File: src/cnls_pkg.sv
// Package with the item types, codes and the init sequence table of the LCD nibble sequencer.
package cnls_pkg;

  localparam int unsigned QueueDepthDefault = 2;

  typedef enum logic [2:0] {
    ACT_INIT   = 3'd0,
    ACT_CMD    = 3'd1,
    ACT_DATA   = 3'd2,
    ACT_CLEAR  = 3'd3,
    ACT_CURSOR = 3'd4
  } action_e;

  typedef enum logic [1:0] {
    CFG_ENABLE_PULSE = 2'd0,
    CFG_NIBBLE_GAP   = 2'd1,
    CFG_POWER_UP     = 2'd2
  } cfg_idx_e;

  typedef enum logic {
    BK_IDLE,
    BK_RUN
  } back_state_e;

  localparam logic [7:0] CmdClear   = 8'h01;
  localparam logic [7:0] CmdSetAddr = 8'h80;
  localparam logic [6:0] Row1Base   = 7'h40;

  localparam logic [3:0] InitLastStep = 4'd13;

  typedef struct packed {
    logic [2:0] action;
    logic [7:0] byte_value;
    logic [5:0] column;
    logic [1:0] row;
  } in_item_t;

  typedef struct packed {
    logic       register_select;
    logic [3:0] nibble;
    logic [7:0] wait_before_ms;
    logic [8:0] wait_after_ms;
    logic       last;
  } out_item_t;

  // One request as the back end sees it: a whole init sequence or one byte.
  typedef struct packed {
    logic       is_init;
    logic       register_select;
    logic [7:0] byte_value;
  } job_t;

  typedef struct packed {
    logic [7:0] nibble_gap_ms;
    logic [7:0] power_up_ms;
  } timing_t;

  typedef struct packed {
    logic [3:0] nibble;
    logic [7:0] extra_ms;
    logic       last;
  } init_step_t;

  function automatic init_step_t init_step(input logic [3:0] step);
    init_step_t s;
    s = '{nibble: 4'h0, extra_ms: 8'd0, last: 1'b0};
    case (step)
      4'd0:  s = '{nibble: 4'h3, extra_ms: 8'd5,   last: 1'b0};
      4'd1:  s = '{nibble: 4'h3, extra_ms: 8'd150, last: 1'b0};
      4'd2:  s = '{nibble: 4'h3, extra_ms: 8'd150, last: 1'b0};
      4'd3:  s = '{nibble: 4'h2, extra_ms: 8'd150, last: 1'b0};
      4'd4:  s = '{nibble: 4'h2, extra_ms: 8'd0,   last: 1'b0};
      4'd5:  s = '{nibble: 4'h8, extra_ms: 8'd0,   last: 1'b0};
      4'd6:  s = '{nibble: 4'h0, extra_ms: 8'd0,   last: 1'b0};
      4'd7:  s = '{nibble: 4'h8, extra_ms: 8'd0,   last: 1'b0};
      4'd8:  s = '{nibble: 4'h0, extra_ms: 8'd0,   last: 1'b0};
      4'd9:  s = '{nibble: 4'h1, extra_ms: 8'd2,   last: 1'b0};
      4'd10: s = '{nibble: 4'h0, extra_ms: 8'd0,   last: 1'b0};
      4'd11: s = '{nibble: 4'h6, extra_ms: 8'd0,   last: 1'b0};
      4'd12: s = '{nibble: 4'h0, extra_ms: 8'd0,   last: 1'b0};
      4'd13: s = '{nibble: 4'hC, extra_ms: 8'd0,   last: 1'b1};
      default: s = '{nibble: 4'h0, extra_ms: 8'd0, last: 1'b1};
    endcase
    return s;
  endfunction

endpackage

File: src/cnls_front.sv
// Front end: accepts request items, drops unknown actions and turns the rest into jobs.
module cnls_front (
  input  logic              in_valid_i,
  input  cnls_pkg::in_item_t in_item_i,
  output logic              in_stall_o,
  input  logic              q_full_i,
  output logic              q_push_o,
  output cnls_pkg::job_t    q_job_o
);
  import cnls_pkg::*;

  logic [6:0] cursor_addr;
  logic       known;

  assign in_stall_o  = q_full_i;
  assign cursor_addr = ((in_item_i.row == 2'd1) ? Row1Base : 7'h00) + {1'b0, in_item_i.column};

  always_comb begin
    known   = 1'b1;
    q_job_o = '{is_init: 1'b0, register_select: 1'b0, byte_value: in_item_i.byte_value};
    case (in_item_i.action)
      ACT_INIT:   q_job_o.is_init = 1'b1;
      ACT_CMD:    q_job_o.byte_value = in_item_i.byte_value;
      ACT_DATA:   q_job_o.register_select = 1'b1;
      ACT_CLEAR:  q_job_o.byte_value = CmdClear;
      ACT_CURSOR: q_job_o.byte_value = CmdSetAddr | {1'b0, cursor_addr};
      default:    known = 1'b0;
    endcase
  end

  assign q_push_o = in_valid_i && !q_full_i && known;

endmodule

File: src/cnls_queue.sv
// Small job queue between the front end and the nibble sequencer.
module cnls_queue #(
  parameter int unsigned Depth = cnls_pkg::QueueDepthDefault
) (
  input  logic           clk_i,
  input  logic           rst_ni,
  input  logic           push_i,
  input  cnls_pkg::job_t push_job_i,
  output logic           full_o,
  input  logic           pop_i,
  output cnls_pkg::job_t pop_job_o,
  output logic           empty_o
);
  import cnls_pkg::*;

  localparam int unsigned PtrW = (Depth > 1) ? $clog2(Depth) : 1;
  localparam int unsigned CntW = $clog2(Depth + 1);
  localparam logic [PtrW-1:0] PtrLast = PtrW'(Depth - 1);
  localparam logic [CntW-1:0] CntFull = CntW'(Depth);

  job_t            mem_q [Depth];
  logic [PtrW-1:0] wr_ptr_q, wr_ptr_d, rd_ptr_q, rd_ptr_d;
  logic [CntW-1:0] count_q, count_d;

  assign full_o    = (count_q == CntFull);
  assign empty_o   = (count_q == '0);
  assign pop_job_o = mem_q[rd_ptr_q];

  always_comb begin
    wr_ptr_d = wr_ptr_q;
    rd_ptr_d = rd_ptr_q;
    count_d  = count_q;
    if (push_i) begin
      wr_ptr_d = (wr_ptr_q == PtrLast) ? '0 : wr_ptr_q + 1'b1;
    end
    if (pop_i) begin
      rd_ptr_d = (rd_ptr_q == PtrLast) ? '0 : rd_ptr_q + 1'b1;
    end
    if (push_i && !pop_i) begin
      count_d = count_q + 1'b1;
    end else if (pop_i && !push_i) begin
      count_d = count_q - 1'b1;
    end
  end

  always_ff @(posedge clk_i or negedge rst_ni) begin
    if (!rst_ni) begin
      wr_ptr_q <= '0;
      rd_ptr_q <= '0;
      count_q  <= '0;
    end else begin
      wr_ptr_q <= wr_ptr_d;
      rd_ptr_q <= rd_ptr_d;
      count_q  <= count_d;
    end
  end

  always_ff @(posedge clk_i) begin
    if (push_i) begin
      mem_q[wr_ptr_q] <= push_job_i;
    end
  end

endmodule

File: src/cnls_back.sv
// Back end: emits a job's nibble writes into the output register, one per cycle unless stalled.
module cnls_back (
  input  logic                clk_i,
  input  logic                rst_ni,
  input  cnls_pkg::timing_t   timing_i,
  input  logic                q_empty_i,
  input  cnls_pkg::job_t      q_job_i,
  output logic                q_pop_o,
  output logic                out_valid_o,
  output cnls_pkg::out_item_t out_item_o,
  input  logic                out_stall_i
);
  import cnls_pkg::*;

  back_state_e state_q, state_d;
  job_t        job_q, job_d;
  logic [3:0]  step_q, step_d;
  logic        out_valid_q, out_valid_d;
  out_item_t   out_q, out_d;
  init_step_t  ist;
  logic        slot_free;
  logic [7:0]  extra;
  logic        is_last;

  assign slot_free   = !out_valid_q || !out_stall_i;
  assign out_valid_o = out_valid_q;
  assign out_item_o  = out_q;
  assign ist         = init_step(step_q);

  always_comb begin
    state_d     = state_q;
    job_d       = job_q;
    step_d      = step_q;
    out_valid_d = out_valid_q && out_stall_i;
    out_d       = out_q;
    q_pop_o     = 1'b0;
    extra       = 8'd0;
    is_last     = 1'b0;
    case (state_q)
      BK_IDLE: begin
        if (!q_empty_i) begin
          q_pop_o = 1'b1;
          job_d   = q_job_i;
          step_d  = '0;
          state_d = BK_RUN;
        end
      end
      BK_RUN: begin
        if (slot_free) begin
          out_d.register_select = job_q.register_select;
          out_d.wait_before_ms  = 8'd0;
          if (job_q.is_init) begin
            out_d.nibble = ist.nibble;
            extra        = ist.extra_ms;
            is_last      = (step_q == InitLastStep);
            if (step_q == '0) begin
              out_d.wait_before_ms = timing_i.power_up_ms;
            end
          end else begin
            out_d.nibble = step_q[0] ? job_q.byte_value[3:0] : job_q.byte_value[7:4];
            is_last      = step_q[0];
          end
          out_d.wait_after_ms = {1'b0, timing_i.nibble_gap_ms} + {1'b0, extra};
          out_d.last          = is_last;
          out_valid_d         = 1'b1;
          step_d              = step_q + 1'b1;
          if (is_last) begin
            state_d = BK_IDLE;
          end
        end
      end
      default: state_d = BK_IDLE;
    endcase
  end

  always_ff @(posedge clk_i or negedge rst_ni) begin
    if (!rst_ni) begin
      state_q     <= BK_IDLE;
      step_q      <= '0;
      out_valid_q <= 1'b0;
    end else begin
      state_q     <= state_d;
      step_q      <= step_d;
      out_valid_q <= out_valid_d;
    end
  end

  always_ff @(posedge clk_i) begin
    job_q <= job_d;
    out_q <= out_d;
  end

endmodule

File: src/char_lcd_nibble_sequencer_core.sv
// Top level of the character LCD nibble sequencer: config registers, front end, queue, back end.
//
//   channel | handshake              | payload
//   --------+------------------------+-----------------------------
//   in      | in_valid_i / in_stall_o | in_item_i (action, byte, cursor)
//   out     | out_valid_o / out_stall_i | out_item_o (one nibble write)
//   cfg     | cfg_we_i               | cfg_index_i, cfg_data_i
//
// The back end fetches a job from the queue while idle and then emits one nibble
// write per cycle unless the output stalls: 14 writes for init, 2 for every other request.
// Unknown actions are dropped by the front end and produce no item.
// A stalled output holds the back end; the queue keeps taking requests until full.
// Reset clears all control state and loads the timing registers with their defaults.
module char_lcd_nibble_sequencer_core #(
  parameter int unsigned QueueDepth = cnls_pkg::QueueDepthDefault
) (
  input  logic                clk_i,
  input  logic                rst_ni,
  input  logic                in_valid_i,
  input  cnls_pkg::in_item_t  in_item_i,
  output logic                in_stall_o,
  output logic                out_valid_o,
  output cnls_pkg::out_item_t out_item_o,
  input  logic                out_stall_i,
  input  logic                cfg_we_i,
  input  logic [1:0]          cfg_index_i,
  input  logic [7:0]          cfg_data_i
);
  import cnls_pkg::*;

  logic [7:0] enable_pulse_ms_q, nibble_gap_ms_q, power_up_ms_q;
  logic       q_push, q_pop, q_full, q_empty;
  job_t       push_job, pop_job;
  timing_t    timing;

  // The enable pulse width is held for the display driver; no item field carries it.
  always_ff @(posedge clk_i or negedge rst_ni) begin
    if (!rst_ni) begin
      enable_pulse_ms_q <= 8'd1;
      nibble_gap_ms_q   <= 8'd100;
      power_up_ms_q     <= 8'd20;
    end else if (cfg_we_i) begin
      case (cfg_index_i)
        CFG_ENABLE_PULSE: enable_pulse_ms_q <= cfg_data_i;
        CFG_NIBBLE_GAP:   nibble_gap_ms_q   <= cfg_data_i;
        CFG_POWER_UP:     power_up_ms_q     <= cfg_data_i;
        default:          enable_pulse_ms_q <= enable_pulse_ms_q;
      endcase
    end
  end

  assign timing = '{nibble_gap_ms: nibble_gap_ms_q, power_up_ms: power_up_ms_q};

  cnls_front u_front (
    .in_valid_i (in_valid_i),
    .in_item_i  (in_item_i),
    .in_stall_o (in_stall_o),
    .q_full_i   (q_full),
    .q_push_o   (q_push),
    .q_job_o    (push_job)
  );

  cnls_queue #(
    .Depth (QueueDepth)
  ) u_queue (
    .clk_i      (clk_i),
    .rst_ni     (rst_ni),
    .push_i     (q_push),
    .push_job_i (push_job),
    .full_o     (q_full),
    .pop_i      (q_pop),
    .pop_job_o  (pop_job),
    .empty_o    (q_empty)
  );

  cnls_back u_back (
    .clk_i       (clk_i),
    .rst_ni      (rst_ni),
    .timing_i    (timing),
    .q_empty_i   (q_empty),
    .q_job_i     (pop_job),
    .q_pop_o     (q_pop),
    .out_valid_o (out_valid_o),
    .out_item_o  (out_item_o),
    .out_stall_i (out_stall_i)
  );

endmodule

File: config.mk
export PLATFORM = sky130hd
export DESIGN_NAME = char_lcd_nibble_sequencer_core
export DESIGN_NICKNAME = d
export VERILOG_FILES = /design/src/cnls_pkg.sv /design/src/cnls_front.sv /design/src/cnls_queue.sv /design/src/cnls_back.sv /design/src/char_lcd_nibble_sequencer_core.sv
export SDC_FILE = /design/constraint.sdc
export NUM_CORES = 1
export LEC_CHECK = 0
export BUFFER_PORTS_ARGS = -buffer_cell sky130_fd_sc_hd__buf_2
export CAP_MARGIN = 30
export CORE_ASPECT_RATIO = 1.4
export CORE_MARGIN = 3
export CORE_UTILIZATION = 40
export DETAILED_ROUTE_END_ITERATION = 10
export GPL_TIMING_DRIVEN = 0
export REMOVE_ABC_BUFFERS = 1
export SLEW_MARGIN = 15
export SYNTH_ARGS = -nofsm -noshare
export SYNTH_HDL_FRONTEND = slang
export SYNTH_HIERARCHICAL = 1
export SYNTH_SLANG_ARGS = --single-unit
File: constraint.sdc
create_clock -name clk_i -period 3.4 [get_ports clk_i]
set_input_delay 0.34 -clock clk_i [delete_from_list [all_inputs] [get_ports clk_i]]
set_output_delay 0.34 -clock clk_i [all_outputs]
set_load 0.01 [all_outputs]
# Word-level counts from Yosys, hierarchy flattened
# Memories as Yosys holds them, arrays and structs flattened. A register that Yosys moved wholly into a read port is not among the register bits.
# Index checks and enable logic that the tools add are counted.
[totals] mem_bits_ro=160 out_inout_bits=25 word_cells=86 in_bits=34 n_memories=2 ramBits=20 regBits=49
[classes] n_reduce_logical=22 bitwise_logic=2 eq_ne=11 n_mux=29 addsub=7
[memory_table] name="(no name shown)" words=16 word_bits=10 rd=1 rd_clocked_by_memory_dff=0 write_ports=0 line="cnls_pkg.sv:67" source="case (step)"
[memory_table] name="u_queue.mem_q" words=2 word_bits=10 rd=1 rd_clocked_by_memory_dff=1 write_ports=1 line="cnls_queue.sv:21" source="job_t mem_q [Depth];"
[ops] op="$mux 8" n=3
[ops] op="$mux 1" n=16
[ops] op="$mux 4" n=4
[ops] op="$pmux 8 s2" n=1
[ops] op="$reduce_and 2->1" n=6
[ops] op="$add 8x8->9" n=1
[ops] op="$pmux 4 s2" n=1
[ops] op="$add 7x6->7" n=1
[ops] op="$mux 7" n=1
[ops] op="$eq 3x2->1 const B" n=2
[ops] op="$logic_and 1x1->1" n=5
[ops] op="$logic_not 1->1" n=5
[ops] op="$reduce_or 5->1" n=1
[ops] op="$add 4x1->4 const B" n=1
[ops] op="$eq 2x1->1 const B" n=2
[ops] op="$eq 2x2->1 const B" n=2
[ops] op="$eq 4x4->1 const B" n=1
[ops] op="$logic_not 4->1" n=1
[ops] op="$mux 2" n=2
[ops] op="$ne 2x2->1 const B" n=2
[ops] op="$eq 3x1->1 const B" n=1
[ops] op="$eq 3x3->1 const B" n=1
[ops] op="$logic_not 3->1" n=1
[ops] op="$add 1x1->1 const B" n=2
[ops] op="other kinds (7)" n=8

# Depth between registers and ports, before layout
# Gate-level depths: netlist of run 1.
[depth] ltp_word=8 depth_mapped=10 mapped_depth_nobuf=9

# Hierarchy
# The synthesis of run 1 kept the hierarchy.
[by_module_without_submodules] module="cnls_back" area_per_inst_um2=1844.3 seq_area_each_um2=1141.1 instances=1 cells_each=134
[by_module_without_submodules] module="cnls_queue" area_per_inst_um2=947.2 seq_area_each_um2=700.7 instances=1 cells_each=47
[by_module_without_submodules] module="char_lcd_nibble_sequencer_core" area_per_inst_um2=626.9 seq_area_each_um2=406.6 instances=1 cells_each=34
[by_module_without_submodules] module="cnls_front" area_per_inst_um2=255.2 seq_area_each_um2=0.0 instances=1 cells_each=38

# Least setup slack after synthesis of run 1
# No wires, ideal clock.
[synth_path] path_type="register to register" startpoint="register u_back.step_q[0]" endpoint="register u_back.out_q (netlist bit u_back/out_item_o[9]) (data pin)" synth_period_minus_slack_ps=2448 setup_time_ps=256 arrival_ps=2192 required_time_ps=3144 path_slack_ps=952 stages_incl_launch_ff=10 path_buffers=1 path_cell_list="dfrtp_1 -> buf_6 -> inv_1 -> ha_1 -> and2_1 -> ha_1 -> fa_1 -> a21o_1 -> a31o_1 -> a41o_1"
[synth_between] elab_chain_len=5
[synth_rtl] item="from (decl)" line="cnls_back.sv:17" source="logic [3:0] step_q, step_d;"
[synth_rtl] item="from (signal assigned)" line="cnls_back.sv:83" source="step_q <= step_d;"
[synth_rtl] item="$mem_v2 16x10"
[synth_rtl] item="$mux 8" line="cnls_back.sv:52" source="if (job_q.is_init) begin"
[synth_rtl] item="$mux 8" line="cnls_back.sv:49" source="if (slot_free) begin"
[synth_rtl] item="$mux 8" line="cnls_back.sv:39" source="case (state_q)"
[synth_rtl] item="$add 8x8->9" line="cnls_back.sv:63" source="out_d.wait_after_ms = {1'b0, timing_i.nibble_gap_ms} + {1'b0, extra};"
[synth_rtl] item="to (signal assigned)" line="cnls_back.sv:90" source="out_q <= out_d;"
[synth_rtl] item="to (decl)" line="cnls_back.sv:19" source="out_item_t out_q, out_d;"
# No other way between the ends. The select of a mux whose other input is x is not followed.
# A chain may end at the register's enable or synchronous reset.

# Worst setup path in the final report of run 1
# Ends and elaborated chain as after synthesis.

==> key figures, run 1 <==
Power
  – Worst IR drop on VDD: 401 uV
  – Power Density: 818 nW/um^2
  – Overall Power: ~3.6 mW
  – Leakage: 1.85 nW

Critical path
  – R2R setup slack: 0.51 ns
  – Crit path cell chain: inv_1 > ha_1 > and2_1 > ha_1 > fa_1 > a21o_1 > a31o_1 > a41o_1
  – Top cell by count, worst path: ha_1
  – Critical path's slowest cell: dfrtp_1
  – Max FO, Critical Path: 11
  – Crit start category: register
  – Crit path to: u_back/out_item_o[9]
  – Worst r2r src: u_back/step_q[0]
  – Worst path max stage delay: 0.59 ns
  – Critical Path AT: 2.97 ns
  – Worst setup path startpoint: u_back/step_q[0]
  – FF-to-FF path depth: 8
  – Worst EP required: around 3.5 ns
  – Reg-to-reg endpoint: u_back/out_item_o[9]
  – Crit path kind: reg -> reg
  – CP Capture Type: register

Cells and area
  – Utilization after layout: 0.496
  – Post-route cell area: 4350 um^2
  – Share of layout cells above drive strength 1: 0.388
  – Fin nets: 359
  – Count of inserted antenna diode cells: 0
  – Area delta synth->final: 18.3%

Global routing
  – Largest net degree at the start of global routing: 32
  – Initial antenna violation count: 0
  – Vias in the first global route: between 2000 and 2500
  – GRT Util Overall: 0.123
  – Gr ovfl total: 0
  – Global-route wire length before repair: about 10000 um

STA
  – Hold WS: 0.0128 ns
  – Setup_tns: 0 ns
  – Fin. Hold Viols: 0
  – Tcrit/Tclk final: 0.851
  – Fin crit period: between 2 and 3 ns
  – RSZ-0062 raised after global routing: no
  – Rel. slew slack: 0.399
  – Skew final: 0.00817 ns
  – Slew at the pin closest to its max-slew limit: 0.899 ns
  – FMAX: around 0.35 GHz
  – Final slew viol count: 0
  – Final setup vio count: 0

Place
  – Final estimated routing congestion in global placement: 0.759
  – HPWL reported at the end of detailed placement: 4470 um
  – Placed cell area: 4010 um^2
  – Count of buffers from port buffering: 58

Floorplan
  – Rows: 40
  – Initial Utilization: 0.419
  – Chip height: 119 um
  – Die footprint: 10400 um^2
  – Total core area: 8760 um^2
  – Die W: ~87 um
  – Ports: 59

Logic synthesis
  – Post-Syn Area: around 3700 um^2
  – Mux cell area share after synthesis: 0.103
  – Post-Syn Instances: between 200 and 300
  – Post-synth EDFFs: between 50 and 60
  – Xor and xnor fraction of the mapped netlist area: 0.0215
  – Synth Flop Type: edfxtp_1
  – Post-synthesis compound-gate area fraction: 0.0950
  – FFs w/ async S/R, synth: 0.329
  – Flops & latches, synth: slightly below 80
  – Register area share after synthesis: 0.612
  – Simple-Gate Fraction of Synth Area: 0.0892
  – Yosys Warn Count: 6
  – Yosys cell types: 50
  – Average cell area after synthesis: 14.5 um^2
  – Adder-Cell Fraction of Synth Area: 0.0463
  – Main combinational cell family by area after synthesis: multiplexers

CTS
  – Clock Tree Root: clkbuf_16
  – Cts repair resizes: 0
  – TritonCTS Buffers: 9
  – H-tree level count: 3
  – Clk slew on worst S/H paths: 0.06 ns
  – Clk sink count: 79
  – CTS Hold Bufs: 0
  – Clock latency on the worst-skew pair: 0.33 ns
  – CTS tree: yes
  – Clk buf depth: 2
  – Post-CTS Setup Inserts: 0

Route
  – Final wirelength: 6090 um
  – Highest metal used: met4
  – DR WL met3: approximately 290 um
  – DRC violation total after the first TritonRoute iteration: ~110
  – DRT met1 WL: 2340 um
  – Drt pass-1 iters: 4
  – WL/cell: about 14 um
  – Via count: 2130
  – Post-route antenna net violation count: 0
  – Vias per cell: approximately 5
  – Drc violations: 0
  – Met2 WL: 3360 um

Min path
  – Worst Hold Class: in -> async

Run
  – Max cap viols: 0

Outcome
  – Status: complete, no violations
cells by family after synthesis:
family,count (synthesis)
DFF,79
xor gates and xnor gates,9
adders and majority gates,13
AOI/OAI and AO/OA,45
and+or+nand+nor,56
muxes,31
buffers and inverters,20
routing by layer:
| layer | track usage | vias to the layer above |
|---|---|---|
| met4 | 0.0526 | 0 |
| met1 | 0.124 | 1003 |
| met3 | 0.0346 | 9 |
| met2 | 0.227 | 53 |
| met5 | 0 | - |
| li1 | - | 1065 |
cells in the mapped netlist (2+ instances only):
library cell	instances	area, um^2
o22ai_2	6	75.1
nand3_1	3	15.0
o21ai_0	9	45.0
inv_1	7	26.3
dfrtp_1	21	526
edfxtp_1	53	1590
nand2b_1	2	12.5
nor2b_1	6	37.5
mux2_2	18	203
mux2i_1	4	40.0
buf_6	5	56.3
a21o_1	2	15.0
ha_1	12	150
o31ai_1	2	15.0
and2b_2	2	17.5
nand4_1	4	25.0
xor2_1	5	43.8
xnor2_1	4	35.0
a21oi_1	11	55.1
nand2_1	17	63.8
mux2_4	9	135
dfstp_2	5	131
nand3b_4	2	40.0
nor2_1	5	18.8
and2_1	2	12.5
buf_2	4	20.0
and3_1	10	62.6
report_power, final:
part / internal (mW) / leakage, nW / switching, mW
Clock: 0.633 / 0.154 / 0.357
Combinational: 0.476 / 0.889 / 0.519
Sequential: 1.39 / 0.804 / 0.181
Total: 2.50 / 1.85 / 1.06
flip-flops by register name (all words and copies together) (netlist names):
name / count
u_back/out_valid_o: 1
u_back/step_q: 4
u_queue/count_q: 2
u_back/out_item_o: 23
u_back/state_q: 1
nibble_gap_ms_q: 8
u_queue/rd_ptr_q: 1
power_up_ms_q: 8
u_queue/mem_q: 20
u_queue/wr_ptr_q: 1
u_back/job_q: 10
worst max-delay path, delay by kind of cell (launching register included):
family,cells,cell delay [ns]
adder cells (fa/ha/maj),3,1.01
AO/OA/AOI/OAI,3,0.70
flip-flops,1,0.59
AND/OR/NAND/NOR,1,0.20
buffers and inverters,1,0.16
worst min path at each step:
stage,start,end,slack (ns),cells after the start
after floorplan,rst_ni,nibble_gap_ms_q[0],0.04,0
after global placement,rst_ni,power_up_ms_q[3],0.39,1
after detailed placement,rst_ni,power_up_ms_q[3],0.38,1
after CTS,rst_ni,power_up_ms_q[0],0.03,1
after global routing,rst_ni,power_up_ms_q[1],0.05,1
final,rst_ni,nibble_gap_ms_q[0],0.01,1
metrics by stage:
step	worst slack [ns]	cells
6_report	0.507	422
4_1_cts	0.493	421
3_3_place_gp	0.537	404
2_1_floorplan	0.876	241
5_1_grt	0.334	422
3_5_place_dp	0.494	405
final cells by class:
cell class / instances / area (um^2)
Clock buffer: 12 / 268
Clock inverter: 4 / 51.3
Sequential cell: 79 / 2250
Inverter: 8 / 30.0
Timing Repair Buffer: 60 / 313
Tap cell: 105 / 131
Multi-Input combinational cell: 154 / 1300
Fill cell: 774 / 4410
cells in the final DEF, fill, tap and decap left out, types with 6 or more instances in the layout:
cell       netlist  final
o21ai_0          9      9
inv_1            7      7
ha_1            12     12
and3_1          10     10
o22ai_2          6      6
mux2_4           9      9
nor2b_1          6      6
a21oi_1         11     11
clkbuf_16        0     10
mux2_2          18     18
nand2_1         17     17
edfxtp_1        53     53
buf_2            4     58
dfrtp_1         21     21
Power figures use the tool's default switching activity.
==> run 2: changes to the inputs <==
- CORE_UTILIZATION: 40 -> 56
- PLACE_DENSITY: unset -> 0.79
- TNS_END_PERCENT: unset -> 5
==> key figures, run 2 (same netlist as run 1, synthesis figures left out) <==
Critical path
  – CP Depth: 8
  – Crit path to: u_back/out_item_o[9]
  – Worst setup path startpoint: u_back/step_q[0]
  – Critical path's top delay family: adder cells
  – Crit start category: register
  – Worst path max stage delay: between 0.5 and 0.6 ns
  – Reg-to-reg endpoint: u_back/out_item_o[9]
  – Worst EP required: 3.51 ns
  – FF-to-FF path depth: 8
  – R2R setup slack: approximately 0.50 ns
  – Worst r2r src: u_back/step_q[0]
  – Crit path kind: reg -> reg
  – Critical Path AT: around 3 ns
  – CP Capture Type: register
  – Crit path cell chain: inv_1 > ha_1 > and2_1 > ha_1 > fa_1 > a21o_1 > a31o_1 > a41o_1
  – Top cell by count, worst path: ha_1
  – Max FO, Critical Path: 11
  – Buf+Inv Stages, Crit Path: 1
  – Critical path's slowest cell: dfrtp_1

Cells and area
  – Layout Cells excl Fill: a little under 400
  – Count of inserted antenna diode cells: 0
  – Area delta synth->final: 14.8%
  – Area of the multi-input gates: 1300 um^2
  – Most common cell after layout, fill and taps aside: buf_2
  – Reg area: 2250 um^2
  – Fin nets: ~360
  – # fillers: around 450
  – Most frequent cells in the layout: buf_2, edfxtp_1, dfrtp_1
  – Number of flip-flops in the largest register: 23
  – Share of layout cells above drive strength 1: 0.388

Route
  – DRC violation total after the first TritonRoute iteration: between 100 and 150
  – Drt pass-1 iters: 4
  – WL/cell: 15.7 um
  – Via count: 2167
  – Final wirelength: 6100 um
  – Drc violations: 0
  – Vias per cell: between 5 and 6
  – Post-route antenna net violation count: 0

STA
  – Final setup vio count: 0
  – Skew final: between 0.01 and 0.015 ns
  – FMAX: 0.345 GHz
  – Fin. Hold Viols: 3
  – Rel. slew slack: 0.394
  – Tcrit/Tclk final: 0.854
  – Final slew viol count: 0
  – Slew at the pin closest to its max-slew limit: 0.907 ns
  – Setup_tns: 0 ns
  – Fin crit period: 2.90 ns
  – Hold WS: -0.0146 ns
  – RSZ-0062 raised after global routing: no

Floorplan
  – Ports: 59
  – Initial Utilization: 0.583
  – Rows: 34
  – Die footprint: 7580 um^2
  – Total core area: about 6300 um^2
  – Die W: 74.5 um
  – Chip height: 102 um

CTS
  – Cts repair resizes: 0
  – Post-CTS Setup Inserts: 0
  – Clk buf depth: 2
  – Clk sink count: 79
  – TritonCTS Buffers: 9
  – Clock Tree Root: clkbuf_8
  – CTS tree: yes
  – H-tree level count: 3
  – CTS Hold Bufs: 0
  – Clock latency on the worst-skew pair: between 0.3 and 0.4 ns
  – Clk slew on worst S/H paths: 0.09 ns

Place
  – HPWL reported at the end of detailed placement: 4280 um
  – Count of buffers from port buffering: between 50 and 60
  – DP Cell Count: 372
  – Final estimated routing congestion in global placement: 0.801

Outcome
  – Status: complete, but fails checks
  – Failing checks: negative hold slack

Power
  – Power Density: 794 nW/um^2
  – Leakage: around 1.8 nW
  – Worst IR drop on VDD: 482 uV

Global routing
  – Initial antenna violation count: 0
  – Global-route wire length before repair: 9760 um
  – GRT Util Overall: 0.173
  – Largest net degree at the start of global routing: 32
  – Gr ovfl total: 0
  – Vias in the first global route: 2079

Run
  – Max cap viols: 0

Min path
  – Worst Hold Class: in -> async
[run 2: cell types whose count changed in the layout (fill, tap and decap cells not counted)]
cell / before / now
inv_6: 0 / 1
clkbuf_16: 10 / 0
clkbuf_8: 1 / 9
bufinv_16: 1 / 2
buf_8: 1 / 0
clkinv_2: 1 / 0
clkinv_1: 0 / 1
buf_16: 0 / 1
clkinvlp_4: 1 / 2
clkbuf_1: 1 / 0
[run 2: report_power, final]
part	internal [mW]	switching, mW
Clock	0.415	0.348
Sequential	1.38	0.179
Combinational	0.487	0.535
[run 2: cell type report]
type,count,share of cell area
clock inverters,7,0.0228
clock buffers,9,0.0294
flip-flops and latches,79,0.533
repair buffers,60,0.0771
well taps,72,0.0214
multi-input cells,154,0.309
inverters,8,0.00712
[run 2: worst min path at each step]
stage                     startpoint                 end  slack (ns)  cells past startpoint
after detailed placement      rst_ni    power_up_ms_q[6]        0.38                      1
after CTS                     rst_ni    power_up_ms_q[6]       0.003                      1
after global routing          rst_ni    power_up_ms_q[5]        0.01                      1
after floorplan               rst_ni  nibble_gap_ms_q[0]        0.04                      0
final                         rst_ni    power_up_ms_q[5]       -0.01                      1
after global placement        rst_ni    power_up_ms_q[5]        0.37                      1
[run 2: routing by layer]
layer  global-route usage  part of all wire  routed length [um]  up-vias
met3               0.0541             0.050                 306        2
met5                    0                 0                   0        -
met1                0.193              0.40                2430     1053
li1                     -                 -                   -     1058
met2                0.306              0.54                3310       54
met4               0.0616            0.0087                  53        0
[run 2: through the flow]
step	power [mW]	cell area [um^2]	hold WS (ns)	setup WS (ns)	utilization
after global routing	3.55	4220	0.0132	0.426	0.670
final	3.35	4220	-0.0146	0.497	0.670
after CTS	3.35	4190	0.00255	0.529	0.666
after detailed placement	2.58	3970	0.385	0.542	0.631
after global placement	2.52	3960	0.374	0.574	0.629
after floorplan	2.25	3580	0.0444	0.876	-
==> run 3: changes to the inputs <==
- CORE_MARGIN: 3 -> 2
==> key figures, run 3 (same netlist as run 1, synthesis figures left out) <==
Route
  – Drc violations: 0
  – Vias per cell: 5.77
  – Via count: 2250
  – Final wirelength: 6100 um
  – WL/cell: roughly 16 um
  – DRC violation total after the first TritonRoute iteration: 99
  – Post-route antenna net violation count: 0
  – Drt pass-1 iters: 5

Cells and area
  – Fin nets: between 300 and 400
  – Most frequent cells in the layout: buf_2, edfxtp_1, dfrtp_1
  – Most common cell after layout, fill and taps aside: buf_2
  – Number of flip-flops in the largest register: 23
  – Post-route cell area: around 4200 um^2
  – Count of inserted antenna diode cells: 0
  – Area delta synth->final: 14.8%
  – # fillers: 443
  – Share of layout cells above drive strength 1: 0.387

STA
  – Fin. Hold Viols: 0
  – RSZ-0062 raised after global routing: no
  – Rel. slew slack: 0.409
  – Tcrit/Tclk final: 0.845
  – Skew final: 0.00961 ns
  – Setup_tns: 0 ns
  – Slew at the pin closest to its max-slew limit: 0.885 ns
  – Fin crit period: 2.87 ns
  – Final setup vio count: 0
  – Final slew viol count: 0
  – FMAX: 0.348 GHz

Critical path
  – Crit path kind: reg -> reg
  – Reg-to-reg endpoint: u_back/out_item_o[9]
  – FF-to-FF path depth: 8
  – Crit start category: register
  – R2R setup slack: between 0.5 and 0.6 ns
  – Worst r2r src: u_back/step_q[0]
  – CP Capture Type: register
  – Max FO, Critical Path: 11
  – Critical Path AT: between 2 and 3 ns
  – Worst EP required: 3.51 ns
  – Worst setup path startpoint: u_back/step_q[0]

Place
  – HPWL reported at the end of detailed placement: 4350 um
  – Final estimated routing congestion in global placement: 0.787
  – Placed cell area: 3970 um^2
  – Count of buffers from port buffering: 58

Min path
  – Hold Startpoint: cfg_data_i[6]
  – Hold Path Stages: 2
  – Worst Hold End: power_up_ms_q[6]
  – Worst Hold Class: in -> reg

CTS
  – Clk buf depth: 2
  – CTS Hold Bufs: 1
  – Clock Tree Root: clkbuf_8
  – Clk sink count: 79
  – Clk slew on worst S/H paths: 0.09 ns
  – H-tree level count: 3
  – Clock latency on the worst-skew pair: 0.35 ns
  – CTS tree: yes
  – Cts repair resizes: 0
  – TritonCTS Buffers: 9
  – Post-CTS Setup Inserts: 0

Floorplan
  – Ports: a little under 60
  – Chip height: roughly 100 um
  – Initial Utilization: 0.583
  – Die footprint: 7230 um^2
  – Total core area: roughly 6300 um^2
  – Rows: 34
  – Die W: 72.5 um

Power
  – Net Sw Frac: 0.316
  – Worst IR drop on VDD: 351 uV
  – Power Density: ~790 nW/um^2
  – Leakage: 1.80 nW
  – Net Sw Power: 1.05 mW
  – Int Power: 2.28 mW
  – Clock power share: 0.228
  – Sequential Power Share: 0.470
  – Comb power frac: 0.302

Global routing
  – Initial antenna violation count: 0
  – Gr ovfl total: 0
  – Vias in the first global route: 2210
  – GRT Util Overall: 0.180
  – Largest net degree at the start of global routing: 32
  – Global-route wire length before repair: 9900 um

Run
  – Max cap viols: 0

Outcome
  – Status: complete, no violations
[run 3: cell count changes in the layout (fill, tap and decap cells not counted), sizes merged]
cell and delta:
inv -1, dlygate4sd3 +1, clkinvlp -1, clkinv +2
[run 3: per-layer routing]
| layer | GRT usage | routed length (um) |
|---|---|---|
| met2 | 0.333 | 3330 |
| met3 | 0.0422 | 266 |
| met5 | 0 | 0 |
| met1 | 0.194 | 2380 |
| met4 | 0.0726 | 133 |
[run 3: critical path, stage by stage, from the launching register on]
cell and delay (ns):
dfrtp_1 0.59, inv_1 0.16, ha_1 0.37, and2_1 0.20, ha_1 0.22, fa_1 0.42
a21o_1 0.21, a31o_1 0.24, a41o_1 0.24
[run 3: layout make-up]
| class | count | area [um^2] | area share |
|---|---|---|---|
| clock buffer | 9 | 124 | 0.0294 |
| clock inverter | 7 | 97.6 | 0.0231 |
| inverter | 8 | 30.0 | 0.00712 |
| multi-input combinational | 154 | 1300 | 0.309 |
| sequential | 79 | 2250 | 0.533 |
| tap | 72 | 90.1 | 0.0214 |
| timing repair buffer | 61 | 323 | 0.0766 |
[run 3: how the worst max path moves through the flow]
stage	endpoint
final	u_back/out_item_o[9]
after global routing	u_back/out_item_o[9]
after CTS	u_back/out_item_o[9]
after detailed placement	u_back/out_item_o[9]
after global placement	u_back/out_item_o[9]
after floorplan	u_back/out_item_o[9]
[run 3: stage by stage]
step | total power, mW | setup WS [ns] | utilization | cells | hold slack (ns)
2_1_floorplan | 2.25 | 0.876 | - | 241 | 0.0444
3_3_place_gp | 2.52 | 0.575 | 0.629 | 371 | 0.368
3_5_place_dp | 2.58 | 0.564 | 0.631 | 372 | 0.372
4_1_cts | 3.34 | 0.548 | 0.667 | 389 | 0.226
5_1_grt | 3.52 | 0.368 | 0.670 | 390 | 0.230
6_report | 3.33 | 0.528 | 0.670 | 390 | 0.234
[run 3: power groups by stage]
| stage | clock (mW) | sequential (mW) | combinational (mW) |
|---|---|---|---|
| global route | 0.813 | 1.60 | 1.11 |
| detailed placement | 0 | 1.59 | 0.990 |
| global placement | 0 | 1.57 | 0.947 |
| floorplan | 0 | 1.61 | 0.636 |
| CTS | 0.778 | 1.57 | 0.998 |
| finish | 0.759 | 1.57 | 1.00 |
